$ cat config.mk
export PLATFORM = sky130hd
export DESIGN_NAME = fifo_page_replacement_top
export DESIGN_NICKNAME = d
export VERILOG_FILES = /design/src/design/fpr_pkg.sv /design/src/design/fpr_cell.sv /design/src/design/fifo_page_replacement_top.sv
export SDC_FILE = /design/constraint.sdc
export NUM_CORES = 1
export LEC_CHECK = 0
export BUFFER_PORTS_ARGS = -buffer_cell sky130_fd_sc_hd__buf_2
export CORE_MARGIN = 4
export CORE_UTILIZATION = 60
export DETAILED_ROUTE_END_ITERATION = 16
export GPL_TIMING_DRIVEN = 1
export MAX_ROUTING_LAYER = met4
export PLACE_DENSITY = 0.88
export SLEW_MARGIN = 10
export SYNTH_ARGS = -nofsm -noshare
export SYNTH_HDL_FRONTEND = slang
export SYNTH_SLANG_ARGS = --single-unit
export TNS_END_PERCENT = 100
$ cat constraint.sdc
create_clock -name clk -period 4.1 [get_ports clk]
set_clock_uncertainty 0.15 [all_clocks]
set_input_delay 0.41 -clock clk [delete_from_list [all_inputs] [get_ports clk]]
set_output_delay 0.41 -clock clk [all_outputs]
set_load 0.01 [all_outputs]
$ cat src/design/fpr_pkg.sv
// fpr_pkg: shared sizes and the control bundle of the fifo page replacement block
// holds frame count, page width, port widths and the cell control struct
// no dependencies
package fpr_pkg;

	// built frame count and stored page width
	localparam int MAX_FRAMES = 16;
	localparam int PAGE_BITS  = 16;

	// fixed port widths
	localparam int PAGE_IN_W = 16;
	localparam int CFG_W     = 5;
	localparam int OCC_W     = 5;
	localparam int CNT_W     = 32;

	// fill count holds 0..MAX_FRAMES
	localparam int FCNT_W = $clog2(MAX_FRAMES + 1);

	// broadcast from the top to every cell for one request
	typedef struct packed {
		logic                 append;
		logic                 evict;
		logic [PAGE_BITS-1:0] page;
	} fpr_cell_ctrl_t;

endpackage

$ cat src/design/fpr_cell.sv
// fpr_cell: one page frame of the replacement chain
// holds a page and its valid bit, compares against the request, shifts toward the oldest end
// depends on fpr_pkg
module fpr_cell (
	input  logic                          clk,
	input  logic                          arst_n,
	input  fpr_pkg::fpr_cell_ctrl_t       ctrl,
	input  logic                          prev_valid,
	input  logic                          next_valid,
	input  logic [fpr_pkg::PAGE_BITS-1:0] next_page,
	input  logic                          hit_in,
	output logic                          hit_out,
	output logic                          valid,
	output logic [fpr_pkg::PAGE_BITS-1:0] page
);
	import fpr_pkg::*;

	logic                 valid_q;
	logic [PAGE_BITS-1:0] page_q;
	logic                 take_new;

	// first empty frame takes the page on an append
	assign take_new = ctrl.append && !valid_q && prev_valid;

	// hit ripples along the chain
	assign hit_out = hit_in || (valid_q && (page_q == ctrl.page));

	// valid bit fills once and stays
	always_ff @(posedge clk or negedge arst_n) begin
		if (!arst_n) begin
			valid_q <= 1'b0;
		end else if (take_new) begin
			valid_q <= 1'b1;
		end
	end

	// page load, or on an eviction shift one step older, the newest frame taking the request page
	always_ff @(posedge clk) begin
		if (take_new) begin
			page_q <= ctrl.page;
		end else if (ctrl.evict && valid_q) begin
			page_q <= next_valid ? next_page : ctrl.page;
		end
	end

	assign valid = valid_q;
	assign page  = page_q;

endmodule

$ cat src/design/fifo_page_replacement_top.sv
// fifo_page_replacement_top: fifo page replacement unit, top level
// a chain of fpr_cell frames plus fill count, counters and result register
// depends on fpr_pkg and fpr_cell
//
// usage
//   input channel: in_valid / in_ready with page_number, one page reference per request
//   output channel: out_valid / out_ready with was_hit, evict_valid, evicted_page,
//     occupancy, hit_total and fault_total, exactly one result per reference
//   config channel: cfg_valid / cfg_ready with num_frames; cfg_ready is always high,
//     write it only while no reference is in flight
//   result: registered; it shows in the cycle after the reference is accepted
//   throughput: one reference per cycle while no result is held; the lookup is a
//     compare in every frame cell with the hit rippling along the chain, and the
//     update shifts the chain in the same cycle
//   stall: a result held by a low out_ready keeps in_ready low until it is taken;
//     in_ready is high whenever the result register is empty or being emptied
//   reset: arst_n clears all frames, the fill count and both counters, and sets
//     num_frames to 16; no clearing pass is needed
//   num_frames of 0 acts as 1, above 16 acts as 16; lowering it leaves the
//     occupied frames in place until replaced
module fifo_page_replacement_top (
	input  logic                          clk,
	input  logic                          arst_n,
	input  logic                          in_valid,
	output logic                          in_ready,
	input  logic [fpr_pkg::PAGE_IN_W-1:0] page_number,
	output logic                          out_valid,
	input  logic                          out_ready,
	output logic                          was_hit,
	output logic                          evict_valid,
	output logic [fpr_pkg::PAGE_IN_W-1:0] evicted_page,
	output logic [fpr_pkg::OCC_W-1:0]     occupancy,
	output logic [fpr_pkg::CNT_W-1:0]     hit_total,
	output logic [fpr_pkg::CNT_W-1:0]     fault_total,
	input  logic                          cfg_valid,
	output logic                          cfg_ready,
	input  logic [fpr_pkg::CFG_W-1:0]     num_frames
);
	import fpr_pkg::*;

	logic [CFG_W-1:0]     num_frames_q;
	logic [FCNT_W-1:0]    fill_q;
	logic [FCNT_W-1:0]    limit;
	logic [CNT_W-1:0]     hit_cnt_q;
	logic [CNT_W-1:0]     fault_cnt_q;
	logic                 out_valid_q;
	logic                 hit_q;
	logic                 evict_q;
	logic [PAGE_BITS-1:0] victim_q;

	logic                 accept;
	logic                 hit;
	logic                 has_room;
	fpr_cell_ctrl_t       ctrl;

	logic                 vld_ext [0:MAX_FRAMES+1];
	logic [PAGE_BITS-1:0] pg_ext  [0:MAX_FRAMES];
	logic                 hit_chain [0:MAX_FRAMES];

	// config register
	assign cfg_ready = 1'b1;

	always_ff @(posedge clk or negedge arst_n) begin
		if (!arst_n) begin
			num_frames_q <= CFG_W'(MAX_FRAMES);
		end else if (cfg_valid && cfg_ready) begin
			num_frames_q <= num_frames;
		end
	end

	// effective frame limit
	always_comb begin
		if (num_frames_q == '0) begin
			limit = FCNT_W'(1);
		end else if (int'(num_frames_q) > MAX_FRAMES) begin
			limit = FCNT_W'(MAX_FRAMES);
		end else begin
			limit = FCNT_W'(num_frames_q);
		end
	end

	// request handshake
	assign in_ready = !out_valid_q || out_ready;
	assign accept   = in_valid && in_ready;

	// cell control
	assign has_room    = (fill_q < limit) && (int'(fill_q) < MAX_FRAMES);
	assign ctrl.page   = page_number[PAGE_BITS-1:0];
	assign ctrl.append = accept && !hit && has_room;
	assign ctrl.evict  = accept && !hit && !has_room && (fill_q != '0);

	// chain ends
	assign vld_ext[0]            = 1'b1;
	assign vld_ext[MAX_FRAMES+1] = 1'b0;
	assign pg_ext[MAX_FRAMES]    = '0;
	assign hit_chain[0]          = 1'b0;
	assign hit                   = hit_chain[MAX_FRAMES];

	// row of frame cells, oldest at index 0
	for (genvar i = 0; i < MAX_FRAMES; i++) begin : g_cell
		fpr_cell u_cell (
			.clk        (clk),
			.arst_n     (arst_n),
			.ctrl       (ctrl),
			.prev_valid (vld_ext[i]),
			.next_valid (vld_ext[i+2]),
			.next_page  (pg_ext[i+1]),
			.hit_in     (hit_chain[i]),
			.hit_out    (hit_chain[i+1]),
			.valid      (vld_ext[i+1]),
			.page       (pg_ext[i])
		);
	end

	// fill count and saturating counters, updated only with the result register
	always_ff @(posedge clk or negedge arst_n) begin
		if (!arst_n) begin
			fill_q      <= '0;
			hit_cnt_q   <= '0;
			fault_cnt_q <= '0;
		end else if (accept) begin
			if (ctrl.append) begin
				fill_q <= fill_q + FCNT_W'(1);
			end
			if (hit) begin
				if (hit_cnt_q != '1) begin
					hit_cnt_q <= hit_cnt_q + CNT_W'(1);
				end
			end else if (fault_cnt_q != '1) begin
				fault_cnt_q <= fault_cnt_q + CNT_W'(1);
			end
		end
	end

	// result valid
	always_ff @(posedge clk or negedge arst_n) begin
		if (!arst_n) begin
			out_valid_q <= 1'b0;
		end else if (accept) begin
			out_valid_q <= 1'b1;
		end else if (out_ready) begin
			out_valid_q <= 1'b0;
		end
	end

	// result payload
	always_ff @(posedge clk) begin
		if (accept) begin
			hit_q    <= hit;
			evict_q  <= ctrl.evict;
			victim_q <= ctrl.evict ? pg_ext[0] : '0;
		end
	end

	// counters and fill only move when a new result loads, so they read out directly
	assign out_valid    = out_valid_q;
	assign was_hit      = hit_q;
	assign evict_valid  = evict_q;
	assign evicted_page = PAGE_IN_W'(victim_q);
	assign occupancy    = OCC_W'(fill_q);
	assign hit_total    = hit_cnt_q;
	assign fault_total  = fault_cnt_q;

endmodule

**After elaboration in Yosys (flattened, before gate mapping)**

Index checks and enable logic that the tools add are counted.

- Bits in registers: 365
- Input bits: 26
- Word-level logic and storage cells: 242

- Add/sub/neg operators: 3
- $lt $le $gt $ge: 3
- Eq/ne operators: 18
- Mux-type cells: 51
- Bitwise gates (word level): 1
- Reduce and logical (&&, ||, !) cells: 126

Operator list:

| cell | number |
|---|---|
| 16-bit two-way mux | 47 |
| 16-bit equality test | 16 |
| 1-bit logical AND | 69 |
| 32-bit by 1-bit adder with 32-bit output, second input constant | 2 |
| 32-bit != test, second input constant | 2 |
| 2-bit nonzero test | 17 |
| 1-bit logical NOT | 19 |
| 1-bit logical OR | 16 |
| 5-bit two-way mux | 2 |
| 3-bit AND reduction | 2 |
| 5-bit by 1-bit adder with 5-bit output, second input constant | 1 |
| 5-bit > comparator, second input constant | 1 |
| 5-bit logical NOT | 1 |
| 5-bit less-than comparator | 1 |
| 5-bit less-than comparator, second input constant | 1 |
| 5-bit nonzero test | 1 |
| 1-bit two-way mux | 2 |
| 2-bit AND reduction | 1 |
| 1-bit NOT | 1 |

**Depth between registers and ports, before layout**

- Word-level depth: 24
- Gate-level depth with buffers: 15

**Modules after synthesis**

From an unflattened synthesis, not the netlist that was laid out.

- Cells, all modules: 1345
- Area total of the unflattened synthesis: 19600.0 um^2

By module, submodules not included:

| module | instances | cells an instance | area each (um^2) |
|---|---|---|---|
| fpr_cell | 16 | 61 | 959.7 |
| fifo_page_replacement_top | 1 | 369 | 4245.3 |

**Least setup slack after synthesis**

No wires, ideal clock.

- Path kind: in2reg
- Start point: in page_number[1] (netlist name)
- End point: reg g_cell[1].u_cell.page_q[0], enable pin
- Data arrival time: 3243 ps
- Slack: 333 ps
- Stages: 14
- Path buffers: 6
- Path through: buf_2 buf_6 buf_4 xnor2_1 nand3_1 nor4_1 a32o_1 nor4_4 nand3_1 buf_6 buf_6 nor2_1 clkbuf_1 a22o_1

- Cells in the longest elaborated chain, start to end: 23
- Elaborated cells between the ends (all ways): 56
- Those cells by class: eq/ne: 16; reduce/logical: 40

RTL lines:

| item | line | text |
|---|---|---|
| start: declaration | fifo_page_replacement_top.sv:26 | `input logic [fpr_pkg::PAGE_IN_W-1:0] page_number,` |
| 16-bit equality test | fpr_cell.sv:26 | `assign hit_out = hit_in \|\| (valid_q && (page_q == ctrl.page));` |
| 1-bit logical AND | fpr_cell.sv:26 |  |
| 1-bit logical OR (14 in series) | fpr_cell.sv:26 |  |
| 1-bit logical OR (*) | fpr_cell.sv:26 |  |
| 1-bit logical NOT (*) | fifo_page_replacement_top.sv:89, fifo_page_replacement_top.sv:90 |  |
| 1-bit logical AND (*) | fifo_page_replacement_top.sv:89, fifo_page_replacement_top.sv:90 |  |
| 1-bit logical AND (on tied branches) | fifo_page_replacement_top.sv:90, fifo_page_replacement_top.sv:89 |  |
| 1-bit logical AND (on tied branches) | fifo_page_replacement_top.sv:90, fpr_cell.sv:23 |  |
| 1-bit logical AND (on tied branches) | fpr_cell.sv:41, fpr_cell.sv:23 |  |
| 2-bit nonzero test (no line) (*) | - |  |
| end signal: assignment | fpr_cell.sv:40 | `page_q <= ctrl.page;` |
| end signal: assignment | fpr_cell.sv:42 | `page_q <= next_valid ? next_page : ctrl.page;` |
| end: declaration | fpr_cell.sv:19 | `logic [PAGE_BITS-1:0] page_q;` |

Mark *: on every way between the ends. The rest lies on a longest branch, timed or not.
A chain may end at the register's enable or synchronous reset.

**Worst setup path in the final report**

- Start point: reg g_cell[0].u_cell.page_q[7]
- End point: reg g_cell[9].u_cell.page_q[3] (data pin)

- Cells in the longest elaborated chain, start to end: 23

RTL lines:

| item | line | text |
|---|---|---|
| start: declaration | fpr_cell.sv:19 |  |
| start signal: assignment | fpr_cell.sv:40 |  |
| start signal: assignment | fpr_cell.sv:42 |  |
| 16-bit equality test | fpr_cell.sv:26 |  |
| 1-bit logical AND | fpr_cell.sv:26 |  |
| 1-bit logical OR (15 in series) | fpr_cell.sv:26 |  |
| 1-bit logical NOT | fifo_page_replacement_top.sv:89 | `assign ctrl.append = accept && !hit && has_room;` |
| 1-bit logical AND (2 in series) | fifo_page_replacement_top.sv:89 |  |
| 1-bit logical AND (2 in series) | fpr_cell.sv:23 | `assign take_new = ctrl.append && !valid_q && prev_valid;` |
| 16-bit two-way mux | fpr_cell.sv:39 | `if (take_new) begin` |
| end signal: assignment | fpr_cell.sv:40 |  |
| end signal: assignment | fpr_cell.sv:42 |  |
| end: declaration | fpr_cell.sv:19 |  |

Every way passes these cells.

==> summary.md <==
| Metric | Value |
|---|---|
| Run status | completed |
| RR Endpoint | g_cell[9].u_cell.page[3] |
| Initial core utilization | 0.615 |
| Fin. Hold Viols | 0 |
| Worst-path fanout max | 16 |
| Sink Count | 365 |
| # fillers | 2,146 |
| Residual DRC count | 0 |
| Max Cap Violations | 0 |
| Reg-to-Reg Start | g_cell[0].u_cell.page[7] |
| Antenna violations before repair | 0 |
| Hold_sp | num_frames[3] |
| Max Fclk | 0.255 GHz |
| Number of buffers added on ports | 114 |
| Seq/Total Area, Yosys | 0.520 |
| CTS root buf | clkbuf_16 |
| Clock power share | 0.291 |
| Synth unique cells | between 40 and 50 |
| Fin nets | 1,756 |
| PD cells | roughly 530 nW/um^2 |
| Layout cell share with drive strength beyond 1 | 0.261 |
| Final Cycle Share | 0.955 |
| Combinational fraction of design power | 0.246 |
| Crit path launch | g_cell[0].u_cell.page[7] |
| Reg2Reg Depth | 9 |
| Worst rel slew slack | 0.199 |
| First-pass GRT wire length | 80,800 um |
| Drt via density | 6.37 |
| Synthesized area per cell | 13.0 um^2 |
| Sw frac | 0.312 |
| CTS Buf Count | 39 |
| Number of cell rows | 66 |
| Detailed router's first-iteration violation count | roughly 1,600 |
| Asr flop ratio synth | 0.249 |
| Pint | roughly 8500 uW |
| Hold Slack | 0.0265 ns |
| Via count | around 14,000 |
| Drt pass-1 iters | 7 |
| Seq cells post-synth | 365 |
| ANT nets after route | 0 |
| Cell taking the most area after synthesis | edfxtp_1 |
| Net Switching | 3840 uW |
| Hold depth | 2 |
| Htree depth | 2 |
| Worst hold path endpoint | num_frames_q[3] |
| EDFF count, synth | 274 |
| Worst EP arrival | about 4.0 ns |
| Post-Syn Area | 20,200 um^2 |
| Core ar. | 32,900 um^2 |
| CTS tree | yes |
| Most used DFF post-synth | edfxtp_1 |
| GRT overflow | 0 |
| Slew Viols, Final | 0 |
| Routed WL per cell | 23.7 um |
| Fin util | 0.708 |
| Register area | 10,500 um^2 |
| Largest net degree at the start of global routing | 56 |
| Gr usage total | 0.290 |
| Endpoint class of the critical path | flop |
| Clk slew on worst S/H paths | 0.06 ns |
| Die width | 192 um |
| Req. time, crit path | 4.22 ns |
| Crit path time final | 3.92 ns |
| Worst-margin pin slew | 1.20 ns |
| DRT Wirelength | 52,100 um |
| P&R area growth vs syn | 15.1% |
| Multi-input combinational cell area | 8990 um^2 |
| DP Wirelength | 37,300 um |
| GP Congestion | 0.985 |
| Setup Viol. Count Final | 0 |
| RSZ-0062 raised after global routing | no |
| Antenna cells | 0 |
| Synth top area share | 0.407 |
| Syn. warnings | 0 |
| FF-to-FF setup slack | 0.18 ns |
| Reg power frac | 0.463 |
| Hold Crit Class | input pin to flop |
| Critical path type | flop to flop |
| DIE AREA | about 37,000 um^2 |
| Clock Path Buffers | 3 |
| Vias in the first global route | 14,300 |
| VDD IR max | 0.372 mV |
| Count leader, synth | edfxtp_1 |
| Post-synth top cells | 274 x edfxtp_1, 209 x xnor2_1, 143 x mux2_2, 128 x xor2_1, 105 x mux2_1 |
| Mapped Nets | 1,591 |
| Num ports | 116 |
| CP startpoint kind | flop |
| Worst-Skew Late Latency | 0.53 ns |
| Leakage Power | 0.00870 uW |
| Die Span Y | 192 um |
| Largest cells by area after synthesis | edfxtp_1 41%, dfrtp_1 11%, xnor2_1 9.1% |
| Mapped Cells | about 1,600 |
## worst max-delay path, cell delays in order, from the launching register on
cell and delay (ns):
edfxtp_1 0.49, xor2_1 0.30, or4_1 0.16, nor4_1 0.06, a32o_1 0.30, nor4_4 0.37
nand3_4 0.15, buf_4 0.27, o41ai_4 0.97, mux2_2 0.43
## logic make-up after synthesis
family,after synthesis,share of synthesized area
compound gates,73,0.0438
xor+xnor,337,0.146
fa+ha+maj,8,0.00495
buf+inv,137,0.0365
other cells,1,0.000186
simple gates,388,0.110
flops,365,0.520
mux,248,0.138
## metrics by stage
stage | worst slack, ns | std cells | total power, uW | TNS (ns) | cell area (um^2)
after floorplan | 0.333 | 1557 | 7490 | 0 | 20200
after global placement | -0.0796 | 2116 | 8530 | -9.18 | 21900
after detailed placement | -0.184 | 2116 | 8680 | -24.57 | 21900
after CTS | 0.113 | 2194 | 12300 | 0 | 23300
after global routing | 0.148 | 2194 | 12800 | 0 | 23300
final | 0.183 | 2194 | 12300 | 0 | 23300
## cells in the final DEF, fill, tap and decap left out, types with 3 or more instances in the layout
master and instances:
mux2_1 105, mux2_2 143, a22o_1 15, edfxtp_1 274, xor2_1 128, inv_1 25, buf_4 91, and4_1 10
o31ai_1 13, o22ai_1 5, clkbuf_1 5, nand4_1 82, a32o_1 4, buf_12 25, nand2_1 42, nand3_1 58
o41ai_4 14, ha_1 8, clkinv_2 8, clkinv_1 5, dfrtp_1 90, nor2_1 27, buf_2 113, nor3_1 54
bufinv_16 3, and2_1 23, clkbuf_8 3, a21o_1 3, clkinvlp_4 5, clkbuf_16 42, or4_1 40, nor4b_1 4
a22oi_1 8, dlygate4sd3_1 7, nor4_1 25, and3_1 10, xnor2_1 209
## registers in the layout (all words and copies together), names as in the netlist
| register | flops |
|---|---|
| occupancy | 5 |
| num_frames_q | 5 |
| fault_total | 32 |
| hit_total | 32 |
| out_valid | 1 |
| g_cell.u_cell.page | 256 |
| evicted_page | 16 |
| was_hit | 1 |
| evict_valid | 1 |
| g_cell.u_cell.valid | 16 |
## what timing repair did
| action | in CTS | in global routing |
|---|---|---|
| setup endpoints to repair | 0 | 58 |
| hold buffers | 7 | 0 |
| setup buffers | 0 | 0 |
| endpoints found under the hold margin | 59 | 0 |
| gates resized for setup | 0 | 1 |
## how the worst max path moves through the flow
| stage | end | slack (ns) |
|---|---|---|
| floorplan | g_cell[1].u_cell.page[0] | 0.33 |
| global placement | g_cell[2].u_cell.page[12] | -0.08 |
| detailed placement | g_cell[12].u_cell.page[3] | -0.18 |
| CTS | g_cell[8].u_cell.page[12] | 0.11 |
| global route | g_cell[9].u_cell.page[3] | 0.15 |
| finish | g_cell[9].u_cell.page[3] | 0.18 |
## final cells by class
cell class,instances,area share
multi-input combinational,1055,0.387
clock buffer,50,0.0478
inverter,25,0.00403
tap,442,0.0238
clock inverter,21,0.00801
sequential,365,0.452
timing repair buffer,236,0.0782
## power groups by stage
stage / logic (uW) / registers (uW) / clock network [uW]
finish: 3030 / 5690 / 3580
global route: 3250 / 5750 / 3760
floorplan: 1930 / 5560 / 0
CTS: 2980 / 5680 / 3590
detailed placement: 2940 / 5740 / 0
global placement: 2820 / 5710 / 0
## routing by layer
| metal | track usage | routed length (um) |
|---|---|---|
| met5 | - | 0 |
| met4 | 0.119 | 2200 |
| met3 | 0.0413 | 4220 |
| met2 | 0.462 | 25300 |
| met1 | 0.376 | 20400 |
Power figures use the tool's default switching activity.
